===== config.mk =====
export PLATFORM = sky130hd
export DESIGN_NAME = cellular_noise_f1
export DESIGN_NICKNAME = d
export VERILOG_FILES = /design/src/cn_pkg.sv /design/src/cellular_noise_f1.sv /design/src/cn_ctrl.sv /design/src/cn_datapath.sv
export SDC_FILE = /design/constraint.sdc
export NUM_CORES = 2
export LEC_CHECK = 0
export ABC_AREA = 1
export BUFFER_PORTS_ARGS = -buffer_cell sky130_fd_sc_hd__buf_2
export CAP_MARGIN = 15
export CELL_PAD_IN_SITES_DETAIL_PLACEMENT = 1
export CELL_PAD_IN_SITES_GLOBAL_PLACEMENT = 1
export CORE_AREA = 5 5 449 319
export CTS_BUF_LIST = sky130_fd_sc_hd__clkbuf_4 sky130_fd_sc_hd__clkbuf_8 sky130_fd_sc_hd__clkbuf_16
export CTS_CLUSTER_SIZE = 16
export DETAILED_ROUTE_END_ITERATION = 16
export DIE_AREA = 0 0 454 324
export PLACE_DENSITY_LB_ADDON = 0.1
export SLEW_MARGIN = 20
export SYNTH_ARGS = -nofsm -noshare
export SYNTH_HDL_FRONTEND = slang
export SYNTH_SLANG_ARGS = --single-unit

===== constraint.sdc =====
create_clock -name clock -period 18.65 [get_ports clock]
set_input_delay 3.73 -clock clock [delete_from_list [all_inputs] [get_ports clock]]
set_output_delay 3.73 -clock clock [all_outputs]
set_load 0.03 [all_outputs]

===== src/cn_pkg.sv =====
// ----------------------------------------------------------------------------
// cn_pkg: shared types and constants of the cellular noise block
// Holds the hash and generator constants, the point count thresholds, the
// controller states and the command and status structures.
// ----------------------------------------------------------------------------
package cn_pkg;

   localparam int NearestKept = 3;
   localparam int MaxPointsPerCell = 9;

   localparam logic [31:0] FNV_BASIS = 32'd2166136261;
   localparam logic [31:0] FNV_MULT = 32'd16777619;
   localparam logic [31:0] LCG_MUL = 32'd1103515245;
   localparam logic [31:0] LCG_ADD = 32'd12345;
   localparam logic [16:0] ONE_Q16 = 17'd65536;

   localparam logic [1:0] CSR_SEED = 2'd0;
   localparam logic [1:0] CSR_DIST = 2'd1;
   localparam logic [1:0] CSR_COMB = 2'd2;

   localparam logic [1:0] DIST_MANHATTAN = 2'd1;
   localparam logic [1:0] DIST_CHEBYSHEV = 2'd2;
   localparam logic [1:0] COMB_SECOND = 2'd1;
   localparam logic [1:0] COMB_THIRD = 2'd2;

   typedef logic [31:0] limit_array_type [8];
   localparam limit_array_type COUNT_LIMITS = '{
      32'd393325350, 32'd1022645910, 32'd1861739990, 32'd2700834071,
      32'd3372109335, 32'd3819626178, 32'd4075350088, 32'd4203212043};

   typedef enum logic [3:0] {
      ST_IDLE, ST_HASH_X, ST_HASH_Y, ST_HASH_Z, ST_COUNT,
      ST_OFF_X, ST_OFF_Y, ST_OFF_Z, ST_DIST, ST_KEEP, ST_NEXT, ST_DONE
   } state_type;

   typedef struct packed {
      logic load;
      logic hash_x;
      logic hash_y;
      logic hash_z;
      logic count;
      logic off_x;
      logic off_y;
      logic off_z;
      logic measure;
      logic keep;
      logic next_cell;
      logic finish;
   } cmd_type;

   typedef struct packed {
      logic last_point;
      logic last_cell;
   } status_type;

   function automatic logic [3:0] point_count(input logic [31:0] v);
      logic [3:0] n;
      n = 4'd1;
      for (int t = 0; t < 8; t++) begin
         if (v >= COUNT_LIMITS[t]) begin
            n = n + 4'd1;
         end
      end
      if (n > 4'(MaxPointsPerCell)) begin
         n = 4'(MaxPointsPerCell);
      end
      return n;
   endfunction

endpackage


===== src/cellular_noise_f1.sv =====
// ----------------------------------------------------------------------------
// cellular_noise_f1: three-dimensional cellular noise, nearest distances
// Visits the 27 cells around the point and combines the nearest distances.
//
// channel   direction  signals
// req       in         req_valid, req_ready, req_point_x/y/z
// rsp       out        rsp_valid, rsp_ready, rsp_noise_value
// csr       in         csr_valid, csr_ready, csr_index, csr_data
//
// A request is worked by the step sequencer that walks cells and feature points,
// 27 to 243 points in all: it hashes each cell and draws its point count, then
// generates, measures and keeps each point before the response is shown.
// Reset restores the seed and mode registers and idles the controller.
// A stalled response holds the block; no new request is taken meanwhile.
// ----------------------------------------------------------------------------
module cellular_noise_f1 (
   input  logic               clock,
   input  logic               reset,
   input  logic               req_valid,
   output logic               req_ready,
   input  logic signed [31:0] req_point_x,
   input  logic signed [31:0] req_point_y,
   input  logic signed [31:0] req_point_z,
   output logic               rsp_valid,
   input  logic               rsp_ready,
   output logic [16:0]        rsp_noise_value,
   input  logic               csr_valid,
   output logic               csr_ready,
   input  logic [1:0]         csr_index,
   input  logic [31:0]        csr_data
);

   logic [31:0] seed_ff;
   logic [1:0]  dist_mode_ff, comb_mode_ff;
   cn_pkg::cmd_type    cmd;
   cn_pkg::status_type status;

   assign csr_ready = 1'b1;

   always_ff @(posedge clock) begin
      if (reset) begin
         seed_ff <= 32'd3221;
         dist_mode_ff <= 2'd0;
         comb_mode_ff <= 2'd0;
      end else if (csr_valid) begin
         case (csr_index)
            cn_pkg::CSR_SEED: seed_ff <= csr_data;
            cn_pkg::CSR_DIST: dist_mode_ff <= csr_data[1:0];
            cn_pkg::CSR_COMB: comb_mode_ff <= csr_data[1:0];
            default: seed_ff <= seed_ff;
         endcase
      end
   end

   cn_ctrl u_ctrl (
      .clock(clock), .reset(reset), .req_valid(req_valid), .req_ready(req_ready),
      .rsp_valid(rsp_valid), .rsp_ready(rsp_ready), .status(status), .cmd(cmd));

   cn_datapath u_dp (
      .clock(clock), .cmd(cmd), .status(status), .seed(seed_ff),
      .distance_mode(dist_mode_ff), .combine_mode(comb_mode_ff),
      .req_point_x(req_point_x), .req_point_y(req_point_y),
      .req_point_z(req_point_z), .rsp_noise_value(rsp_noise_value));

endmodule


===== src/cn_ctrl.sv =====
// ----------------------------------------------------------------------------
// cn_ctrl: controller of the cellular noise block
// Sequences hashing, point generation, distance and selection per cell.
// ----------------------------------------------------------------------------
module cn_ctrl (
   input  logic               clock,
   input  logic               reset,
   input  logic               req_valid,
   output logic               req_ready,
   output logic               rsp_valid,
   input  logic               rsp_ready,
   input  cn_pkg::status_type status,
   output cn_pkg::cmd_type    cmd
);

   cn_pkg::state_type state_ff, state_in;

   always_ff @(posedge clock) begin
      if (reset) begin
         state_ff <= cn_pkg::ST_IDLE;
      end else begin
         state_ff <= state_in;
      end
   end

   always_comb begin
      state_in = state_ff;
      case (state_ff)
         cn_pkg::ST_IDLE: if (req_valid) state_in = cn_pkg::ST_HASH_X;
         cn_pkg::ST_HASH_X: state_in = cn_pkg::ST_HASH_Y;
         cn_pkg::ST_HASH_Y: state_in = cn_pkg::ST_HASH_Z;
         cn_pkg::ST_HASH_Z: state_in = cn_pkg::ST_COUNT;
         cn_pkg::ST_COUNT: state_in = cn_pkg::ST_OFF_X;
         cn_pkg::ST_OFF_X: state_in = cn_pkg::ST_OFF_Y;
         cn_pkg::ST_OFF_Y: state_in = cn_pkg::ST_OFF_Z;
         cn_pkg::ST_OFF_Z: state_in = cn_pkg::ST_DIST;
         cn_pkg::ST_DIST: state_in = cn_pkg::ST_KEEP;
         cn_pkg::ST_KEEP: begin
            if (!status.last_point) state_in = cn_pkg::ST_OFF_X;
            else if (status.last_cell) state_in = cn_pkg::ST_DONE;
            else state_in = cn_pkg::ST_NEXT;
         end
         cn_pkg::ST_NEXT: state_in = cn_pkg::ST_HASH_X;
         cn_pkg::ST_DONE: if (rsp_ready) state_in = cn_pkg::ST_IDLE;
         default: state_in = cn_pkg::ST_IDLE;
      endcase
   end

   always_comb begin
      cmd = '0;
      req_ready = 1'b0;
      rsp_valid = 1'b0;
      case (state_ff)
         cn_pkg::ST_IDLE: begin
            req_ready = 1'b1;
            cmd.load = req_valid;
         end
         cn_pkg::ST_HASH_X: cmd.hash_x = 1'b1;
         cn_pkg::ST_HASH_Y: cmd.hash_y = 1'b1;
         cn_pkg::ST_HASH_Z: cmd.hash_z = 1'b1;
         cn_pkg::ST_COUNT: cmd.count = 1'b1;
         cn_pkg::ST_OFF_X: cmd.off_x = 1'b1;
         cn_pkg::ST_OFF_Y: cmd.off_y = 1'b1;
         cn_pkg::ST_OFF_Z: cmd.off_z = 1'b1;
         cn_pkg::ST_DIST: cmd.measure = 1'b1;
         cn_pkg::ST_KEEP: begin
            cmd.keep = 1'b1;
            cmd.finish = status.last_point && status.last_cell;
         end
         cn_pkg::ST_NEXT: cmd.next_cell = 1'b1;
         cn_pkg::ST_DONE: rsp_valid = 1'b1;
         default: cmd = '0;
      endcase
   end

   assert property (@(posedge clock) disable iff (reset)
      rsp_valid && !rsp_ready |=> rsp_valid)
      else $error("response dropped while stalled");
   assert property (@(posedge clock) disable iff (reset)
      req_valid && req_ready |=> !req_ready)
      else $error("second request taken while busy");
   assert property (@(posedge clock) disable iff (reset)
      !(req_ready && rsp_valid))
      else $error("ready while a result waits");

endmodule


===== src/cn_datapath.sv =====
// ----------------------------------------------------------------------------
// cn_datapath: datapath of the cellular noise block
// Holds the point, cell counters, hash and generator, distance and the kept
// nearest distances, with one squaring multiplier shared across the three axes.
// ----------------------------------------------------------------------------
module cn_datapath (
   input  logic               clock,
   input  cn_pkg::cmd_type    cmd,
   output cn_pkg::status_type status,
   input  logic [31:0]        seed,
   input  logic [1:0]         distance_mode,
   input  logic [1:0]         combine_mode,
   input  logic signed [31:0] req_point_x,
   input  logic signed [31:0] req_point_y,
   input  logic signed [31:0] req_point_z,
   output logic [16:0]        rsp_noise_value
);

   logic [15:0] cx_ff, cy_ff, cz_ff, fx_ff, fy_ff, fz_ff;
   logic [1:0]  i_ff, j_ff, k_ff;
   logic [31:0] r_ff;
   logic [3:0]  n_ff, p_ff;
   logic signed [18:0] dx_ff, dy_ff, dz_ff;
   logic [37:0] d_ff;
   logic [37:0] dist_ff [cn_pkg::NearestKept];
   logic [16:0] res_ff;
   logic [37:0] sq_ff;

   logic [31:0] lcg;
   logic [31:0] hx, hy, hz;
   logic signed [18:0] off_d;
   logic [18:0] ax, ay, az;
   logic [37:0] sq;
   logic [37:0] d_new;

   assign lcg = r_ff * cn_pkg::LCG_MUL + cn_pkg::LCG_ADD;
   assign hx = 32'(signed'(cx_ff)) + 32'(i_ff) - 32'd1 + seed;
   assign hy = 32'(signed'(cy_ff)) + 32'(j_ff) - 32'd1;
   assign hz = 32'(signed'(cz_ff)) + 32'(k_ff) - 32'd1;

   assign ax = dx_ff[18] ? 19'(-dx_ff) : 19'(dx_ff);
   assign ay = dy_ff[18] ? 19'(-dy_ff) : 19'(dy_ff);
   assign az = dz_ff[18] ? 19'(-dz_ff) : 19'(dz_ff);

   // Each axis is squared in the step after its difference is formed, so the
   // squared distance is complete in the distance step.
   always_comb begin
      logic [18:0] m;
      m = cmd.off_y ? ax : cmd.off_z ? ay : az;
      sq = 38'(m) * 38'(m);
   end

   always_comb begin
      logic [18:0] mx;
      mx = ax;
      if (ay > mx) mx = ay;
      if (az > mx) mx = az;
      if (distance_mode == cn_pkg::DIST_MANHATTAN) begin
         d_new = 38'(ax) + 38'(ay) + 38'(az);
      end else if (distance_mode == cn_pkg::DIST_CHEBYSHEV) begin
         d_new = 38'(mx);
      end else begin
         d_new = 38'((sq_ff + sq) >> 16);
      end
   end

   always_comb begin
      logic [1:0]  ix;
      logic [15:0] f;
      ix = cmd.off_x ? i_ff : cmd.off_y ? j_ff : k_ff;
      f = cmd.off_x ? fx_ff : cmd.off_y ? fy_ff : fz_ff;
      off_d = signed'({3'b000, f}) + 19'sd65536 - signed'({1'b0, ix, 16'h0000})
              - signed'({3'b000, lcg[31:16]});
   end

   assign status.last_point = (p_ff == n_ff);
   assign status.last_cell = (i_ff == 2'd2) && (j_ff == 2'd2) && (k_ff == 2'd2);
   assign rsp_noise_value = res_ff;

   function automatic logic [16:0] combine(input logic [37:0] last);
      logic [37:0] k [cn_pkg::NearestKept];
      logic [37:0] v;
      int sel;
      for (int t = 0; t < cn_pkg::NearestKept; t++) k[t] = dist_ff[t];
      for (int t = cn_pkg::NearestKept - 1; t >= 0; t--) begin
         if (last < k[t] && (t == 0 || k[t - 1] <= last)) begin
            for (int u = cn_pkg::NearestKept - 1; u > t; u--) k[u] = k[u - 1];
            k[t] = last;
         end
      end
      sel = (combine_mode == cn_pkg::COMB_SECOND) ? 1 :
            (combine_mode == cn_pkg::COMB_THIRD) ? 2 : 0;
      if (sel > cn_pkg::NearestKept - 1) sel = cn_pkg::NearestKept - 1;
      v = (sel == 0) ? k[0] : k[sel] - k[0];
      return (v > 38'(cn_pkg::ONE_Q16)) ? cn_pkg::ONE_Q16 : v[16:0];
   endfunction

   always_ff @(posedge clock) begin
      if (cmd.load) begin
         cx_ff <= req_point_x[31:16];
         cy_ff <= req_point_y[31:16];
         cz_ff <= req_point_z[31:16];
         fx_ff <= req_point_x[15:0];
         fy_ff <= req_point_y[15:0];
         fz_ff <= req_point_z[15:0];
         i_ff <= 2'd0;
         j_ff <= 2'd0;
         k_ff <= 2'd0;
         r_ff <= cn_pkg::FNV_BASIS;
         for (int t = 0; t < cn_pkg::NearestKept; t++) dist_ff[t] <= '1;
      end
      if (cmd.hash_x) r_ff <= (r_ff ^ hx) * cn_pkg::FNV_MULT;
      if (cmd.hash_y) r_ff <= (r_ff ^ hy) * cn_pkg::FNV_MULT;
      if (cmd.hash_z) r_ff <= (r_ff ^ hz) * cn_pkg::FNV_MULT;
      if (cmd.count) begin
         r_ff <= lcg;
         n_ff <= cn_pkg::point_count(lcg);
         p_ff <= 4'd0;
      end
      if (cmd.off_x) begin
         r_ff <= lcg;
         dx_ff <= off_d;
         p_ff <= p_ff + 4'd1;
      end
      if (cmd.off_y) begin
         r_ff <= lcg;
         dy_ff <= off_d;
         sq_ff <= sq;
      end
      if (cmd.off_z) begin
         r_ff <= lcg;
         dz_ff <= off_d;
         sq_ff <= sq_ff + sq;
      end
      if (cmd.measure) begin
         d_ff <= d_new;
      end
      if (cmd.keep) begin
         if (d_ff < dist_ff[0]) dist_ff[0] <= d_ff;
         for (int t = 1; t < cn_pkg::NearestKept; t++) begin
            if (d_ff < dist_ff[t]) begin
               dist_ff[t] <= (dist_ff[t - 1] > d_ff) ? dist_ff[t - 1] : d_ff;
            end
         end
      end
      if (cmd.next_cell) begin
         r_ff <= cn_pkg::FNV_BASIS;
         if (k_ff != 2'd2) begin
            k_ff <= k_ff + 2'd1;
         end else begin
            k_ff <= 2'd0;
            if (j_ff != 2'd2) begin
               j_ff <= j_ff + 2'd1;
            end else begin
               j_ff <= 2'd0;
               i_ff <= i_ff + 2'd1;
            end
         end
      end
      if (cmd.finish) begin
         res_ff <= combine(d_ff);
      end
   end

endmodule


==> results.tsv <==
stage	metric	value	unit
status	status	finished, final reports clean	
min_path	whs_endpoint	seed_ff[29]$_SDFFE_PP0P_	
cells_and_area	nNetsFinal	10626	
cells_and_area	drive_above_1_share	5.514	%
routing	via_per_inst	5.629	
setup_path	worstPathArrival	12.54	ns
routing	num_vias	59343	
yosys	yosysUniqueCellTypes	71	
global_route	grt_max_degree	70	
min_path	hold_start	seed_ff[29]$_SDFFE_PP0P_	
cells_and_area	areaGrowthSynthToFinish	6.916	%
place	place_ws	6.736	ns
yosys	synth_area_leaders	ha_1 22%, fa_1 19%, edfxtp_1 14%	
global_route	first_global_vias	62075	
cts	cts_tree	yes	
yosys	synth_most_common_cell	inv_1	
yosys	yosys_warnings	0	
sta	rsz0062_at_grt	no	
yosys	synthDominantCellAreaShare	21.74	%
global_route	grt_usage	33.24	%
setup_path	crit_slowest_cell	buf_4	
setup_path	start_kind	flip-flop	
floorplanning	initial_core_util	49.46	%
setup_path	timing.rr.start	u_ctrl.state_ff[2]$_SDFFE_PP0P_	
yosys	syn_area_per_cell	8.084	um2
place	portBuffers	153	
setup_path	rr_worst_depth	49	
sta	relSlewSlack	10.00	%
run	cap_viol_max_count	0	
routing	drc	0	
sta	worst_clock_skew	0.05980	ns
global_route	antenna_found_initial	13	
min_path	min_path_type	flip-flop to flip-flop	
cts	clk_latency	0.69	ns
cts	cts-root-buf	clkbuf_16	
cts	post_cts_resized	0	
yosys	yosysTopAreaCell	ha_1	
sta	fmax	82.49	MHz
setup_path	cpMostUsedCell	inv_1	
yosys	synth_cells	8495	
yosys	seq_area_frac_synth	15.73	%
cts	cts_sinks	385	
routing	wl	245.2	mm
sta	fin_crit	12.12	ns
floorplanning	num_rows	115	
sta	slew_violations	0	
place	place_congestion	1.038	
routing	wire_per_inst	23.26	um
sta	hold_viol_final	0	
sta	post-route-period-util	65.00	%
routing	antenna_left	0	
cts	postCtsSetupRepairBufs	0	
setup_path	critPathMaxFanout	54	
setup_path	max_stage_delay	0.71	ns
routing	drtIter0Drc	4756	
cts	clk_pin_slew_worst_paths	0.07	ns
yosys	synth_ff_type	edfxtp_1	
cts	cts_max_level	2	
floorplanning	die_w	454	um
setup_path	regToRegEndpoint	u_dp.d_ff[20]$_DFFE_PP_	
floorplanning	dieArea	147100	um2
sta	setup_viol_count_final	0	
routing	drt-pass1-iter-count	6	
floorplanning	coreArea	138900	um2
setup_path	worstSetupPathType	flip-flop to flip-flop	
setup_path	required	19.06	ns
min_path	worstHoldPathCells	2	
floorplanning	die_h	324	um
yosys	ys_ff_latch	385	
yosys	synth_commonest_cells	2061 x inv_1, 1210 x nand2_1, 1193 x ha_1	
global_route	grt_first_pass_wirelength	374.0	mm
floorplanning	pin_count	155	
setup_path	r2r_slack	6.53	ns
sta	setup_tns	0	ns
yosys	synth-async-reset-ratio	0	%
cts	ctsHoldBuffers	0	
place	dp_hpwl	208.6	mm
cts	cts_buffer_depth	3	
global_route	gr-total-overflow	0	
cts	cts_buffers	46	
setup_path	worstSetupEndpointType	flip-flop	
sta	worst_pin_slew	1.336	ns
sta	setup_ws	6.528	ns
yosys	syn_area	68670	um2
yosys	synth_edf_count	309	
-- critical path, delay by kind of cell, from the launching register on --
family,cells,cell delay (ns)
adder cells (fa/ha/maj),8,3.47
AO/OA/AOI/OAI,16,3.28
buffers and inverters,12,2.39
AND/OR/NAND/NOR,12,2.04
flip-flops,1,0.41
XOR/XNOR,1,0.21
-- stage by stage --
stage	cell area (um2)	utilization (%)	hold WS (ns)	std cells
floorplan	68720	-	0.4353	8508
global placement	71840	51.74	0.4492	10452
detailed placement	71850	51.75	0.4631	10454
CTS	73390	52.86	0.4717	10540
global route	73420	52.88	0.4899	10541
finish	73420	52.88	0.4731	10542
-- cells in the final DEF, fill, tap and decap left out, drive strengths merged, types with 18 or more instances in the layout --
| cell | count |
|---|---|
| inv | 2083 |
| nand2 | 1251 |
| ha | 1193 |
| fa | 667 |
| a21oi | 536 |
| nor2 | 507 |
| o21ai | 465 |
| edfxtp | 309 |
| xor2 | 307 |
| nand3 | 266 |
| buf | 226 |
| xnor2 | 147 |
| o211ai | 104 |
| dfxtp | 76 |
| nand4 | 69 |
| clkbuf | 64 |
| nor3 | 60 |
| or2 | 49 |
| o21bai | 25 |
| a31oi | 23 |
| o2111ai | 22 |
| clkinv | 18 |
-- how the worst max path moves through the flow --
| stage | start | to | slack [ns] | cells past startpoint |
|---|---|---|---|---|
| after floorplan | u_ctrl.state_ff[2]$_SDFFE_PP0P_ | u_dp.d_ff[20]$_DFFE_PP_ | 8.41 | 48 |
| after global placement | u_ctrl.state_ff[2]$_SDFFE_PP0P_ | u_dp.d_ff[20]$_DFFE_PP_ | 7.17 | 50 |
| after detailed placement | u_ctrl.state_ff[2]$_SDFFE_PP0P_ | u_dp.d_ff[20]$_DFFE_PP_ | 6.74 | 49 |
| after CTS | u_ctrl.state_ff[2]$_SDFFE_PP0P_ | u_dp.d_ff[20]$_DFFE_PP_ | 6.72 | 49 |
| after global routing | u_ctrl.state_ff[2]$_SDFFE_PP0P_ | u_dp.d_ff[20]$_DFFE_PP_ | 5.81 | 51 |
| final | u_ctrl.state_ff[2]$_SDFFE_PP0P_ | u_dp.d_ff[20]$_DFFE_PP_ | 6.53 | 49 |
-- area by class of cell --
cell class	instances	area [um2]
fill	17036	65430
multi-input combinational	5890	49590
sequential	385	10800
inverter	2082	7815
tap	1872	2342
clock buffer	64	1335
timing repair buffer	226	1329
clock inverter	22	210.2
antenna	1	2.502
-- routing by layer --
layer / up-vias / global-route usage (%) / part of all wire [%]
met3: 224 / 7.691 / 9.3
met1: 29850 / 50.34 / 48
li1: 27373 / - / -
met4: 2 / 6.110 / 1.9
met2: 1894 / 48.63 / 41
met5: - / 0 / 0.0049
-- logic make-up (layout without fill, tap and decap cells) --
| family | Yosys count | in the layout | synth area share [%] |
|---|---|---|---|
| compound gates | 1321 | 1321 | 10.96 |
| simple gates | 2239 | 2239 | 13.87 |
| fa+ha+maj | 1860 | 1860 | 41.18 |
| xor+xnor | 455 | 455 | 6.014 |
| buf+inv | 2233 | 2394 | 12.25 |
| flops | 385 | 385 | 15.73 |
| other cells | 2 | 16 | 0.01094 |
-- sequential cells by signal, summed over array words and instances, names as in the netlist, 4 cells and up --
register,count
u_dp.cy_ff,16
u_dp.fz_ff,16
u_ctrl.state_ff,4
u_dp.sq_ff,38
u_dp.rsp_noise_value,17
u_dp.dx_ff,19
u_dp.fx_ff,16
seed_ff,32
u_dp.d_ff,22
u_dp.cz_ff,16
u_dp.cx_ff,16
u_dp.dist_ff,69
u_dp.dy_ff,19
u_dp.r_ff,32
u_dp.p_ff,4
u_dp.fy_ff,16
u_dp.n_ff,4
u_dp.dz_ff,19
Power is not shown: default switching activity piles up to over one toggle a cycle in this logic, so the estimate is an artifact.
